$ cat src/hw/rtl/mgfo_pkg.sv
// ----------------------------------------------------------------------------
// mgfo_pkg
// Shared types and constants for the moving glow frame overlay pipeline.
// ----------------------------------------------------------------------------
package mgfo_pkg;

    localparam int MAX_WIDTH  = 4096;
    localparam int MAX_HEIGHT = 4096;

    // register indexes
    localparam logic [2:0] REG_WIDTH     = 3'd0;
    localparam logic [2:0] REG_HEIGHT    = 3'd1;
    localparam logic [2:0] REG_PATH_MODE = 3'd2;
    localparam logic [2:0] REG_BLEND     = 3'd3;
    localparam logic [2:0] REG_HEAD_POS  = 3'd4;
    localparam logic [2:0] REG_HEAD_LEN  = 3'd5;
    localparam logic [2:0] REG_THICKNESS = 3'd6;
    localparam logic [2:0] REG_COLOR     = 3'd7;

    localparam logic PATH_PERIMETER = 1'b0;
    localparam logic PATH_ROWS      = 1'b1;
    localparam logic BLEND_NORMAL   = 1'b0;
    localparam logic BLEND_ADD      = 1'b1;

    localparam int PATH_W = 16;   // point index / path length width
    localparam int DIST_W = 32;   // distance with 16 fraction bits

    typedef struct packed {
        logic [13:0] width;       // saturated W
        logic [13:0] height;      // saturated H
        logic        path_mode;
        logic        blend_mode;
        logic [15:0] head_position;
        logic [13:0] head_length; // zero replaced by one
        logic [6:0]  reach;
        logic [31:0] color;
    } cfg_t;

    typedef struct packed {
        logic              hit;
        logic [PATH_W-1:0] idx;
    } point_t;

    typedef struct packed {
        logic [7:0] r;
        logic [7:0] g;
        logic [7:0] b;
        logic [7:0] a;
    } pix_t;

    // floor(v / 255) for v < 65280
    function automatic logic [7:0] div255(input logic [15:0] v);
        logic [16:0] t;
        begin
            t = {1'b0, v} + 17'd1 + {9'd0, v[15:8]};
            div255 = t[15:8];
        end
    endfunction

endpackage

$ cat src/hw/rtl/mgfo_blend.sv
// ----------------------------------------------------------------------------
// mgfo_blend
// One blend stage: apply one contribution to the pixel, registered.
// ----------------------------------------------------------------------------
module mgfo_blend
(
    input  logic           clk,
    input  logic           blend_mode,
    input  logic [31:0]    color,
    input  logic [7:0]     ai,
    input  mgfo_pkg::pix_t in_pix,
    output mgfo_pkg::pix_t out_pix
);

    mgfo_pkg::pix_t res;

    function automatic logic [7:0] mix(input logic mode, input logic [7:0] g,
                                       input logic [7:0] c, input logic [7:0] a);
        logic [15:0] p;
        logic [8:0]  s;
        begin
            if (mode == mgfo_pkg::BLEND_ADD)
            begin
                s   = {1'b0, c} + {1'b0, mgfo_pkg::div255(16'(g) * 16'(a))};
                mix = s[8] ? 8'hFF : s[7:0];
            end
            else
            begin
                p   = 16'(g) * 16'(a) + 16'(c) * 16'(8'hFF - a);
                mix = mgfo_pkg::div255(p);
            end
        end
    endfunction

    // blend channels, saturate alpha
    always_comb
    begin
        logic [8:0] sa;
        sa  = {1'b0, in_pix.a} + {1'b0, ai};
        res = in_pix;
        if (ai != 8'd0)
        begin
            res.r = mix(blend_mode, color[31:24], in_pix.r, ai);
            res.g = mix(blend_mode, color[23:16], in_pix.g, ai);
            res.b = mix(blend_mode, color[15:8],  in_pix.b, ai);
            res.a = sa[8] ? 8'hFF : sa[7:0];
        end
    end

    always_ff @(posedge clk)
    begin
        out_pix <= res;
    end

endmodule

$ cat config.mk
export PLATFORM = sky130hd
export DESIGN_NAME = mgfo_blend
export DESIGN_NICKNAME = d
export VERILOG_FILES = /design/src/hw/rtl/mgfo_pkg.sv /design/src/hw/rtl/mgfo_blend.sv
export SDC_FILE = /design/constraint.sdc
export NUM_CORES = 1
export LEC_CHECK = 0
export BUFFER_PORTS_ARGS = -buffer_cell sky130_fd_sc_hd__buf_2
export CORE_MARGIN = 4
export CORE_UTILIZATION = 60
export DETAILED_ROUTE_END_ITERATION = 12
export PLACE_DENSITY_LB_ADDON = 0.08
export SYNTH_ARGS = -nofsm -noshare
export SYNTH_HDL_FRONTEND = slang
export SYNTH_SLANG_ARGS = --single-unit
$ cat constraint.sdc
create_clock -name clk -period 12.7 [get_ports clk]
set_input_delay 0.635 -clock clk [delete_from_list [all_inputs] [get_ports clk]]
set_output_delay 0.635 -clock clk [all_outputs]
set_load 0.05 [all_outputs]
==> results.py <==
metrics = {
    "cts": {
        "h-tree-depth": 2,
        "cts_resized": 0,
        "clock-sinks": 32,
        "cts_tree": "yes",
        "numCtsBuffers": 5,
        "postCtsSetupBuffers": 0,
        "clockBufferDepth": 2,
        "path_clk_slew_ps": 50,
        "root_buffer": "clkbuf_16",
        "hold_buffers": 0,
    },
    "finish": {
        "biggestRegsByFlops": "out_pix (32)",
        "largest_reg_flops": 32,
        "drive_gt1_share_pct": 6.25,
        "area_growth_pct": 5.71,
        "largest_register": "out_pix",
        "layout.nets": 2801,
    },
    "yosys": {
        "yosysUniqueCellTypes": 68,
        "synth-warning-count": 0,
        "synth-async-reset-ratio_pct": 0,
        "synth_area_um2": 17900,
        "synth.avg_cell_area_um2": 8.46,
        "syn_inst": 2112,
        "synth_seq_cells": 32,
        "synth_edf_count": 0,
        "yosysSeqAreaShare_pct": 3.58,
        "synth_ff_type": "dfxtp_1",
    },
    "floorplanning": {
        "rows": 62,
        "die_area_um2": 32600,
        "core_area_um2": 29000,
        "initial_utilization_pct": 61.6,
        "die_w_um": 181,
        "chipHeight_um": 181,
        "io_pins": 106,
    },
    "global_routing": {
        "grt_pass1_vias": 15100,
        "grt_overflow": 0,
        "grt_pass1_wl_mm": 73.3,
        "antenna_found_initial": 3,
        "grt_max_degree": 52,
        "grt.total_usage_pct": 27.0,
    },
    "worst_setup_path": {
        "required_ps": 12880,
        "endpoint_kind": "register",
        "worst_path_max_delay_cell": "fa_1",
        "path_common_cell": "fa_1",
        "criticalPathCategory": "in2reg",
        "cp_top_family": "adder cells",
        "start_kind": "primary input",
        "path_max_fanout": 31,
        "max_stage_delay_ps": 540,
        "arrival_ps": 10120,
        "path_buf_inv": 9,
    },
    "sta": {
        "min_period_over_period_pct": 78.3,
        "setup_ws_ps": 2760,
        "max-slew-margin-rel_pct": 41.6,
        "setup_viol": 0,
        "slew_violations": 0,
        "setup_tns_ps": 0,
        "holdWs_ps": 605,
        "finalHoldViolCount": 0,
        "fin_crit_ps": 9940,
        "rsz0062_at_grt": "no",
        "fmax_mhz": 101,
        "max_slew.worst_pin.slew_ps": 873,
    },
    "min_path": {
        "min_path_type": "in2reg",
    },
    "drt": {
        "avgRoutedWirePerCell_um": 16.7,
        "ant_nets": 0,
        "drtIter0Drc": 696,
        "via_count": 14400,
        "via_per_inst": 5.61,
        "drc": 0,
        "firstDrtPassIters": 5,
        "postRouteWirelength_mm": 42.8,
    },
    "run_status": {
        "status": "finished clean",
    },
    "place": {
        "dp_hpwl_mm": 34.7,
        "port_buffers": 97,
        "place_ws_ps": 2550,
        "gp_congestion": 0.926,
    },
    "run": {
        "maxCapViolations": 0,
    },
}
path summary, 6_finish.rpt:
path / from / end / slack (ps) / cells past startpoint
worst max-delay path: ai[2] / out_pix[27] / 2760 / 35
worst min-delay path: in_pix[0] / out_pix[0] / 600 / 2
layout by cell type (no fill, tap or decap), types with 51 or more instances in the layout:
cell        n
nand2b_1   82
buf_2      97
ha_1      291
and2_1    125
a21oi_1    86
o21ai_0    51
nor2b_1   114
nand2_1   139
inv_1     408
fa_1      260
xnor2_1    94
nor2_1     59
Yosys cell counts (all sizes together) (4+ instances only):
master,number,area [µm²]
nand2b,82,513
dfxtp,32,641
o2111ai,7,61.3
nor3,24,120
o21ai,56,284
nand2,139,522
fa,260,5200
nand3,30,150
inv,408,1530
o21a,12,90.1
nor4,4,25.0
xor2,42,368
nor2,60,225
nand3b,5,37.5
or2,5,31.3
clkbuf,52,195
a2111oi,5,62.6
o22ai,15,93.8
a21oi,86,430
and2,125,782
a31oi,11,68.8
a211oi,12,90.1
a31o,4,35.0
o31a,4,35.0
a21o,37,278
o21bai,11,82.6
xnor2,94,823
or4,5,37.5
or3,6,37.5
nand4,7,43.8
o211ai,10,75.1
ha,291,3640
nor2b,114,713
logic make-up (layout without fill, tap and decap cells):
family	Yosys count	count (layout)	share of synthesized area (%)
buf+inv	463	526	9.73
compound gates	305	305	11.3
flops	32	32	3.58
other cells	1	6	0.0210
mux	5	5	0.294
xor+xnor	138	138	6.92
simple gates	616	616	18.6
fa+ha+maj	552	552	49.6
final cells by class:
cell class	instances	area, µm²
fillers	2571	10100
inverters	408	1530
repair buffers	110	583
multi-input cells	1619	15500
well taps	384	480
clock buffers	8	146
flip-flops and latches	32	641
diodes	3	7.51
per-layer routing:
metal	up-vias	global-route usage [%]	part of all wire [%]
met3	48	3.41	4.8
met4	2	6.35	2.0
li1	6883	-	-
met1	7139	36.7	46
met2	316	46.2	47
met5	-	0	0.030
metrics by stage:
step	util, %	std cells	instance area [µm²]
final	65.1	2564	18900
after global routing	65.1	2563	18900
after CTS	65.1	2561	18900
after detailed placement	64.6	2553	18700
after global placement	64.6	2553	18700
after floorplan	-	2114	17900
Power is not shown: default switching activity piles up to over one toggle a cycle in this logic, so the estimate is an artifact.
