$ cat config.mk
export PLATFORM = sky130hd
export DESIGN_NAME = mgfo_alpha
export DESIGN_NICKNAME = d
export VERILOG_FILES = /design/src/hw/rtl/mgfo_pkg.sv /design/src/hw/rtl/mgfo_alpha.sv
export SDC_FILE = /design/constraint.sdc
export NUM_CORES = 1
export LEC_CHECK = 0
export ABC_CLOCK_PERIOD_IN_PS = 27400
export BUFFER_PORTS_ARGS = -buffer_cell sky130_fd_sc_hd__buf_2
export CAP_MARGIN = 15
export CORE_MARGIN = 2
export CORE_UTILIZATION = 50
export DETAILED_ROUTE_END_ITERATION = 6
export GPL_ROUTABILITY_DRIVEN = 0
export GPL_TIMING_DRIVEN = 0
export PLACE_DENSITY = 0.8
export SLEW_MARGIN = 20
export SYNTH_ARGS = -nofsm -noshare
export SYNTH_HDL_FRONTEND = slang
export SYNTH_SLANG_ARGS = --single-unit
export TNS_END_PERCENT = 5
$ cat constraint.sdc
create_clock -name clk -period 27.4 [get_ports clk]
set_input_delay 5.48 -clock clk [delete_from_list [all_inputs] [get_ports clk]]
set_output_delay 5.48 -clock clk [all_outputs]
set_load 0.01 [all_outputs]
$ cat src/hw/rtl/mgfo_pkg.sv
// ----------------------------------------------------------------------------
// mgfo_pkg
// Shared types and constants for the moving glow frame overlay pipeline.
// ----------------------------------------------------------------------------
package mgfo_pkg;

    localparam int MAX_WIDTH  = 4096;
    localparam int MAX_HEIGHT = 4096;

    // register indexes
    localparam logic [2:0] REG_WIDTH     = 3'd0;
    localparam logic [2:0] REG_HEIGHT    = 3'd1;
    localparam logic [2:0] REG_PATH_MODE = 3'd2;
    localparam logic [2:0] REG_BLEND     = 3'd3;
    localparam logic [2:0] REG_HEAD_POS  = 3'd4;
    localparam logic [2:0] REG_HEAD_LEN  = 3'd5;
    localparam logic [2:0] REG_THICKNESS = 3'd6;
    localparam logic [2:0] REG_COLOR     = 3'd7;

    localparam logic PATH_PERIMETER = 1'b0;
    localparam logic PATH_ROWS      = 1'b1;
    localparam logic BLEND_NORMAL   = 1'b0;
    localparam logic BLEND_ADD      = 1'b1;

    localparam int PATH_W = 16;   // point index / path length width
    localparam int DIST_W = 32;   // distance with 16 fraction bits

    typedef struct packed {
        logic [13:0] width;       // saturated W
        logic [13:0] height;      // saturated H
        logic        path_mode;
        logic        blend_mode;
        logic [15:0] head_position;
        logic [13:0] head_length; // zero replaced by one
        logic [6:0]  reach;
        logic [31:0] color;
    } cfg_t;

    typedef struct packed {
        logic              hit;
        logic [PATH_W-1:0] idx;
    } point_t;

    typedef struct packed {
        logic [7:0] r;
        logic [7:0] g;
        logic [7:0] b;
        logic [7:0] a;
    } pix_t;

    // floor(v / 255) for v < 65280
    function automatic logic [7:0] div255(input logic [15:0] v);
        logic [16:0] t;
        begin
            t = {1'b0, v} + 17'd1 + {9'd0, v[15:8]};
            div255 = t[15:8];
        end
    endfunction

endpackage

$ cat src/hw/rtl/mgfo_alpha.sv
// ----------------------------------------------------------------------------
// mgfo_alpha
// Four stages: distance behind head, peak multiply and a two-stage divide
// giving the rounded alpha for one path point.
// ----------------------------------------------------------------------------
module mgfo_alpha
(
    input  logic                        clk,
    input  mgfo_pkg::cfg_t              cfg,
    input  mgfo_pkg::point_t            pt,
    input  logic [mgfo_pkg::PATH_W-1:0] n,
    input  logic [mgfo_pkg::DIST_W-1:0] head,
    output logic [7:0]                  ai
);

    logic [31:0] pos, d, den, num_s1, den_s1, den_s2;
    logic        ok_s1, ok_s2, ok_s3;
    logic [7:0]  peak;
    logic [40:0] prod_s2;
    logic [41:0] twice, den2_s2, rem_hi, rem_s3, den2_s3, rem_lo;
    logic [7:0]  q_hi, q_s3, q_lo;

    // distance behind the head, wrapped
    always_comb
    begin
        pos  = {pt.idx, 16'd0};
        den  = {2'd0, cfg.head_length, 16'd0};
        peak = cfg.color[7:0];
        if (head >= pos)
            d = head - pos;
        else
            d = head + {n, 16'd0} - pos;
    end

    // hold numerator
    always_ff @(posedge clk)
    begin
        ok_s1  <= pt.hit && (d <= den);
        num_s1 <= den - d;
        den_s1 <= den;
    end

    // scale by peak
    always_ff @(posedge clk)
    begin
        prod_s2 <= 41'(num_s1) * 41'(peak);
        ok_s2   <= ok_s1;
        den_s2  <= den_s1;
    end

    // round half up: divide 2*peak*num + den by 2*den, upper four quotient bits;
    // num <= den keeps the quotient below 256
    always_comb
    begin
        den2_s2 = {9'd0, den_s2, 1'b0};
        twice   = {prod_s2, 1'b0} + {10'd0, den_s2};
        rem_hi  = twice;
        q_hi    = 8'd0;
        for (int b = 7; b >= 4; b--)
        begin
            if (rem_hi >= (den2_s2 << b))
            begin
                rem_hi  = rem_hi - (den2_s2 << b);
                q_hi[b] = 1'b1;
            end
        end
    end

    // hold partial remainder
    always_ff @(posedge clk)
    begin
        rem_s3  <= rem_hi;
        q_s3    <= q_hi;
        den2_s3 <= den2_s2;
        ok_s3   <= ok_s2;
    end

    // lower four quotient bits
    always_comb
    begin
        rem_lo = rem_s3;
        q_lo   = q_s3;
        for (int b = 3; b >= 0; b--)
        begin
            if (rem_lo >= (den2_s3 << b))
            begin
                rem_lo  = rem_lo - (den2_s3 << b);
                q_lo[b] = 1'b1;
            end
        end
    end

    always_ff @(posedge clk)
    begin
        ai <= ok_s3 ? q_lo : 8'd0;
    end

endmodule

==> results.json, run 1 <==
{
  "postCtsResizedCells": 0,
  "ant_nets": 0,
  "cts_hold_buf": 0,
  "r2r_slack_ns": 10.97,
  "path_clk_slew_ns": 0.07,
  "cts_buffers": 17,
  "arrival_ns": 16.78,
  "yosysWarningCount": 0,
  "critical_path.startpoint": "den_s2[16]$_DFF_P_",
  "die_h_um": 220.8,
  "cts_sinks": 170,
  "tightestPinTransition_ns": 1.018,
  "synth_flop_cell": "dfxtp_1",
  "timing.rr.start": "den_s2[16]$_DFF_P_",
  "m1WireLength_um": 24130,
  "rr_endpoint": "rem_s3[34]$_DFF_P_",
  "routed.top_layer": "met5",
  "wl_um": 57260,
  "cpMostUsedCell": "o21ai_0",
  "grt_max_degree": 20,
  "hold_viol_final": 0,
  "synth_edf_count": 0,
  "outcome": "finished clean",
  "route.detailed.drc": 0,
  "detail_route.vias_per_cell": 5.631,
  "rows": 79,
  "startpoint_type": "flop",
  "post_cts_buffers": 0,
  "synthCells": 2881,
  "initial_core_util": 0.5057,
  "grt_pass1_wl_um": 93290,
  "slew_headroom": 0.3036,
  "clk_path_buf_depth": 2,
  "htree_levels": 4,
  "cts_tree": "built",
  "core_area_mm2": 0.04646,
  "slowest_stage": "nor4_4",
  "drive_gt1_frac": 0.06882,
  "dr.first_iter.drc_count": 1209,
  "synth-simple-area-share": 0.2009,
  "drtPass1Iterations": 5,
  "regArea_mm2": 0.003403,
  "crit_fanout": 10,
  "fin_crit_ns": 16.43,
  "fin_nets": 3619,
  "endpoint_kind": "flop",
  "synthArstFlopShare": 0,
  "wl_met3_um": 3520,
  "synth_top_family_by_area": "adder cells",
  "routedWlPerCell_um": 15.82,
  "setup_violations": 0,
  "cap_violations": 0,
  "rsz0062_at_grt": "no",
  "hold_class": "reg2reg",
  "fill_cells": 4247,
  "post-route-period-util": 0.5998,
  "synthAdderAreaFrac": 0.3097,
  "grt_pass1_vias": 19700,
  "die_w_um": 220.8,
  "cpPeakStageDelay_ns": 0.68,
  "dr_total_vias": 20390,
  "fin_setup_tns_ns": 0,
  "yosysUniqueCellTypes": 88,
  "die_area_mm2": 0.04874,
  "ys_ff_latch": 170,
  "skew_ns": 0.02118,
  "fmaxAchievable_mhz": 60.85,
  "final_max_slew_viol_count": 0,
  "cts_root_buffer": "clkbuf_16",
  "grt_usage": 0.2365,
  "syn_to_final_growth_pct": 7.882,
  "path_class": "reg2reg",
  "ff2ff_path_depth": 68,
  "boundaryPins": 173,
  "io_buffers": 95,
  "synth.cell_area_mm2": 0.02349,
  "synthXorXnorAreaFrac": 0.07866,
  "grt_overflow": 0,
  "synth-seq-area-share": 0.1449,
  "dr_wl_met2_um": 27510,
  "multi_input_area_mm2": 0.01849,
  "place_hpwl_um": 48010,
  "syn-num-nets": 3505,
  "insertion_delay_ns": 0.47,
  "antenna_found_initial": 7,
  "synthMuxAreaShare": 0.02375,
  "required_ns": 27.75,
  "avgSynthCellArea_um2": 8.154,
  "synth_compound_area_frac": 0.1737,
  "critPathCapture": "rem_s3[34]$_DFF_P_"
}
## layout by cell type, fill, tap and decap left out, drive strengths merged, types with 7 or more instances in the layout
cell type and n:
a31oi 27, xnor2 139, nor4 29, o41ai 7
and4 7, nand4 37, nor3b 10, inv 368
a211oi 18, a21oi 172, o21a 40, and3 22
o31ai 22, a21o 48, o2111ai 10, buf 105
clkbuf 70, xor2 72, o211ai 22, a21boi 15
nor2b 36, mux2 33, and2 125, nor3 49
or3 24, ha 255, fa 204, o22ai 10
o21ai 141, o21bai 21, mux2i 16, nand2 304
or2 20, nand3 44, nand2b 28, dfxtp 170
nor2 183
## per-layer routing
layer,vias to the layer above,global-route usage
met5,-,0
met4,6,0.1009
met3,127,0.03835
met2,618,0.4148
met1,9547,0.2861
li1,10090,-
## final cells by class
cell class                 count  share of cell area
tap                          607             0.02997
sequential                   170              0.1343
clock inverter                15            0.006763
multi-input combinational   2289              0.7295
buffer                        63             0.01027
inverter                     359             0.05317
antenna                        5           0.0004937
clock buffer                  17             0.01679
timing repair buffer          95             0.01876
## kinds of logic (layout without fill, tap and decap cells)
| kind of cell | after synthesis | in the layout |
|---|---|---|
| mux | 49 | 49 |
| fa+ha+maj | 459 | 459 |
| other cells | 0 | 5 |
| simple gates | 944 | 944 |
| flops | 170 | 170 |
| buf+inv | 422 | 549 |
| compound gates | 626 | 626 |
| xor+xnor | 211 | 211 |
## through the flow
step                      cells  instance area [µm²]  utilization  hold WS (ns)  setup WS, ns
after floorplan            2881                23490            -        0.3096         14.20
after global routing       3617                25340       0.5454        0.3423         9.483
final                      3620                25340       0.5455        0.3292         10.97
after global placement     3583                24730       0.5323        0.3114         11.32
after CTS                  3615                25330       0.5453        0.3321         11.15
after detailed placement   3583                24740       0.5324        0.3143         11.28
## worst min path at each step
stage | startpoint | end | slack, ns | depth (start not counted)
final | ok_s1$_DFF_P_ | ok_s2$_DFF_P_ | 0.33 | 0
after global routing | den_s1[29]$_DFF_P_ | den_s2[29]$_DFF_P_ | 0.34 | 0
after CTS | ok_s1$_DFF_P_ | ok_s2$_DFF_P_ | 0.33 | 0
after detailed placement | ok_s1$_DFF_P_ | ok_s2$_DFF_P_ | 0.31 | 0
after global placement | ok_s2$_DFF_P_ | ok_s3$_DFF_P_ | 0.31 | 0
after floorplan | den_s1[16]$_DFF_P_ | den_s2[16]$_DFF_P_ | 0.31 | 0
## Yosys cell counts (48+ instances only)
master | n | share of area
ha_1 | 255 | 0.14
clkbuf_1 | 53 | 0.0085
xor2_1 | 72 | 0.027
and2_1 | 125 | 0.033
nor3_1 | 49 | 0.010
a21oi_1 | 171 | 0.036
a21o_1 | 48 | 0.015
o21ai_0 | 136 | 0.029
nor2_1 | 183 | 0.029
nand2_1 | 303 | 0.048
inv_1 | 359 | 0.057
dfxtp_1 | 170 | 0.14
xnor2_1 | 139 | 0.052
fa_1 | 204 | 0.17
## state kept, by name, indices dropped and copies added, names as in the netlist
| signal | cells |
|---|---|
| ai | 8 |
| den2_s3 | 14 |
| den_s1 | 14 |
| den_s2 | 14 |
| num_s1 | 32 |
| ok_s1 | 1 |
| ok_s2 | 1 |
| ok_s3 | 1 |
| prod_s2 | 40 |
| q_s3 | 4 |
| rem_s3 | 41 |
## worst max-delay path, delay by kind of cell (launching register included)
family                   cells  cell delay, ns
AO/OA/AOI/OAI               29            6.26
AND/OR/NAND/NOR             21            4.11
buffers and inverters        8            2.53
adder cells (fa/ha/maj)      6            2.00
multiplexers                 3            0.88
flip-flops                   1            0.40
XOR/XNOR                     1            0.11
Power of run 1 is left out: the tool's default activity adds up to more than one toggle a clock period on the data nets, which glitch-free logic cannot reach.
==> run 2: changes to the inputs <==
--- a/config.mk
+++ b/config.mk
@@ -5,7 +5,7 @@
 export SDC_FILE = /design/constraint.sdc
 export NUM_CORES = 1
 export LEC_CHECK = 0
-export ABC_CLOCK_PERIOD_IN_PS = 27400
+export ABC_CLOCK_PERIOD_IN_PS = 14400
 export BUFFER_PORTS_ARGS = -buffer_cell sky130_fd_sc_hd__buf_2
 export CAP_MARGIN = 15
 export CORE_MARGIN = 2
@@ -13,7 +13,7 @@
 export DETAILED_ROUTE_END_ITERATION = 6
 export GPL_ROUTABILITY_DRIVEN = 0
 export GPL_TIMING_DRIVEN = 0
-export PLACE_DENSITY = 0.8
+export PLACE_DENSITY = 0.83
 export SLEW_MARGIN = 20
 export SYNTH_ARGS = -nofsm -noshare
 export SYNTH_HDL_FRONTEND = slang
==> constraint.sdc (replaced) <==
create_clock -name clk -period 14.4 [get_ports clk]
set_input_delay 2.88 -clock clk [delete_from_list [all_inputs] [get_ports clk]]
set_output_delay 2.88 -clock clk [all_outputs]
set_load 0.01 [all_outputs]
==> results.json, run 2 (synthesized netlist as in run 1, its figures left out) <==
{
  "ff2ff_path_depth": 68,
  "fmaxAchievable_mhz": 73.89,
  "fin_crit_ns": 13.53,
  "fill_cells": 4124,
  "slew_headroom": 0.2937,
  "syn_to_final_growth_pct": 8.798,
  "use_met1": 0.2923,
  "regArea_mm2": 0.003403,
  "grt_overflow": 0,
  "startpoint_type": "flop",
  "io_buffers": 95,
  "grt.busiest_layer": "met2",
  "endpoint_kind": "flop",
  "hold_viol_final": 0,
  "placed_area_mm2": 0.02473,
  "detail_route.vias_per_cell": 5.689,
  "ant_nets": 0,
  "final_common_cell": "inv_1",
  "die_h_um": 220.8,
  "antenna_found_initial": 6,
  "whs_path_depth": 0,
  "wl_um": 58840,
  "path_class": "reg2reg",
  "top_register": "rem_s3",
  "outcome": "finished clean",
  "route.detailed.drc": 0,
  "path_clk_slew_ns": 0.07,
  "fin_nets": 3630,
  "largest_reg_flops": 41,
  "multi_input_area_mm2": 0.01860,
  "hold_class": "reg2reg",
  "slowest_stage": "fa_1",
  "htree_levels": 4,
  "grt_pass1_wl_um": 95810,
  "postLayoutCellArea_mm2": 0.02556,
  "dpl.cell_count": 3583,
  "die_area_mm2": 0.04874,
  "grt_usage": 0.2428,
  "grt_pass1_vias": 20250,
  "insertion_delay_ns": 0.47,
  "clk_path_buf_depth": 2,
  "required_ns": 14.74,
  "post-route-period-util": 0.9398,
  "rows": 79,
  "cts_sinks": 170,
  "arrival_ns": 13.87,
  "tightestPinTransition_ns": 1.057,
  "grt_max_degree": 19,
  "drive_gt1_frac": 0.08082,
  "cap_violations": 0,
  "boundaryPins": 173,
  "skew_ns": 0.02143,
  "drtPass1Iterations": 6,
  "core_area_mm2": 0.04646,
  "cpPeakStageDelay_ns": 0.44,
  "place_hpwl_um": 48140,
  "cts_buffers": 17,
  "dr_total_vias": 20650,
  "final_max_slew_viol_count": 0,
  "cts_hold_buf": 0,
  "die_w_um": 220.8,
  "layout_common_cells": "inv_1 (358), nand2_1 (303), ha_1 (255), fa_1 (204), nor2_1 (180)",
  "setup_violations": 0,
  "cts_root_buffer": "clkbuf_16",
  "routedWlPerCell_um": 16.21,
  "crit_fanout": 10,
  "initial_core_util": 0.5057,
  "reg.largest.list": "rem_s3: 41 flops, prod_s2: 40 flops, num_s1: 32 flops",
  "use_met2": 0.4252,
  "use_met3": 0.03863,
  "cts_tree": "built",
  "stdcell_count": 3629,
  "dr.first_iter.drc_count": 1492
}
run 2: metrics by stage:
stage	utilization	setup WS (ns)	setup TNS, ns	hold WS, ns
finish	0.5502	0.8672	0	0.3293
global route	0.5501	-0.02031	-0.1039	0.3386
CTS	0.5469	0.01632	0	0.3289
detailed placement	0.5324	-1.739	-34.25	0.3136
global placement	0.5323	-1.569	-30.43	0.3102
floorplan	-	1.199	0	0.3096
run 2: final cells by class:
| type | count | area share |
|---|---|---|
| tap | 607 | 0.02971 |
| inverter | 359 | 0.05272 |
| multi-input combinational | 2289 | 0.7277 |
| timing repair buffer | 106 | 0.02183 |
| antenna | 3 | 0.0002937 |
| clock buffer | 18 | 0.01679 |
| sequential | 170 | 0.1332 |
| buffer | 63 | 0.01097 |
| clock inverter | 14 | 0.006853 |
run 2: metal layers:
layer	wire (µm)	share of wire
met5	48	0.00082
met3	3954	0.067
met2	28140	0.48
met4	2448	0.042
met1	24240	0.41
run 2: repair_timing:
item,CTS,global route
pin swaps,2,6
hold endpoints to repair,0,0
endpoints found under the setup margin,22,23
resized for setup,18,31
setup buffers,3,8
run 2: worst max-delay path, delay by kind of cell, from the launching register on:
family	cells	cell delay (ns)
AO/OA/AOI/OAI	29	5.14
XOR/XNOR	1	0.17
adder cells (fa/ha/maj)	6	2.13
buffers and inverters	7	1.29
flip-flops	1	0.39
multiplexers	3	0.91
AND/OR/NAND/NOR	22	3.35
run 2: final timing paths:
kind / to / from / slack [ns]
max: rem_s3[32]$_DFF_P_ / den_s2[16]$_DFF_P_ / 0.87
min: ok_s2$_DFF_P_ / ok_s1$_DFF_P_ / 0.33
max reg2reg: rem_s3[32]$_DFF_P_ / den_s2[16]$_DFF_P_ / 0.87
min reg2reg: ok_s2$_DFF_P_ / ok_s1$_DFF_P_ / 0.33
Power of run 2 is left out for the same reason.
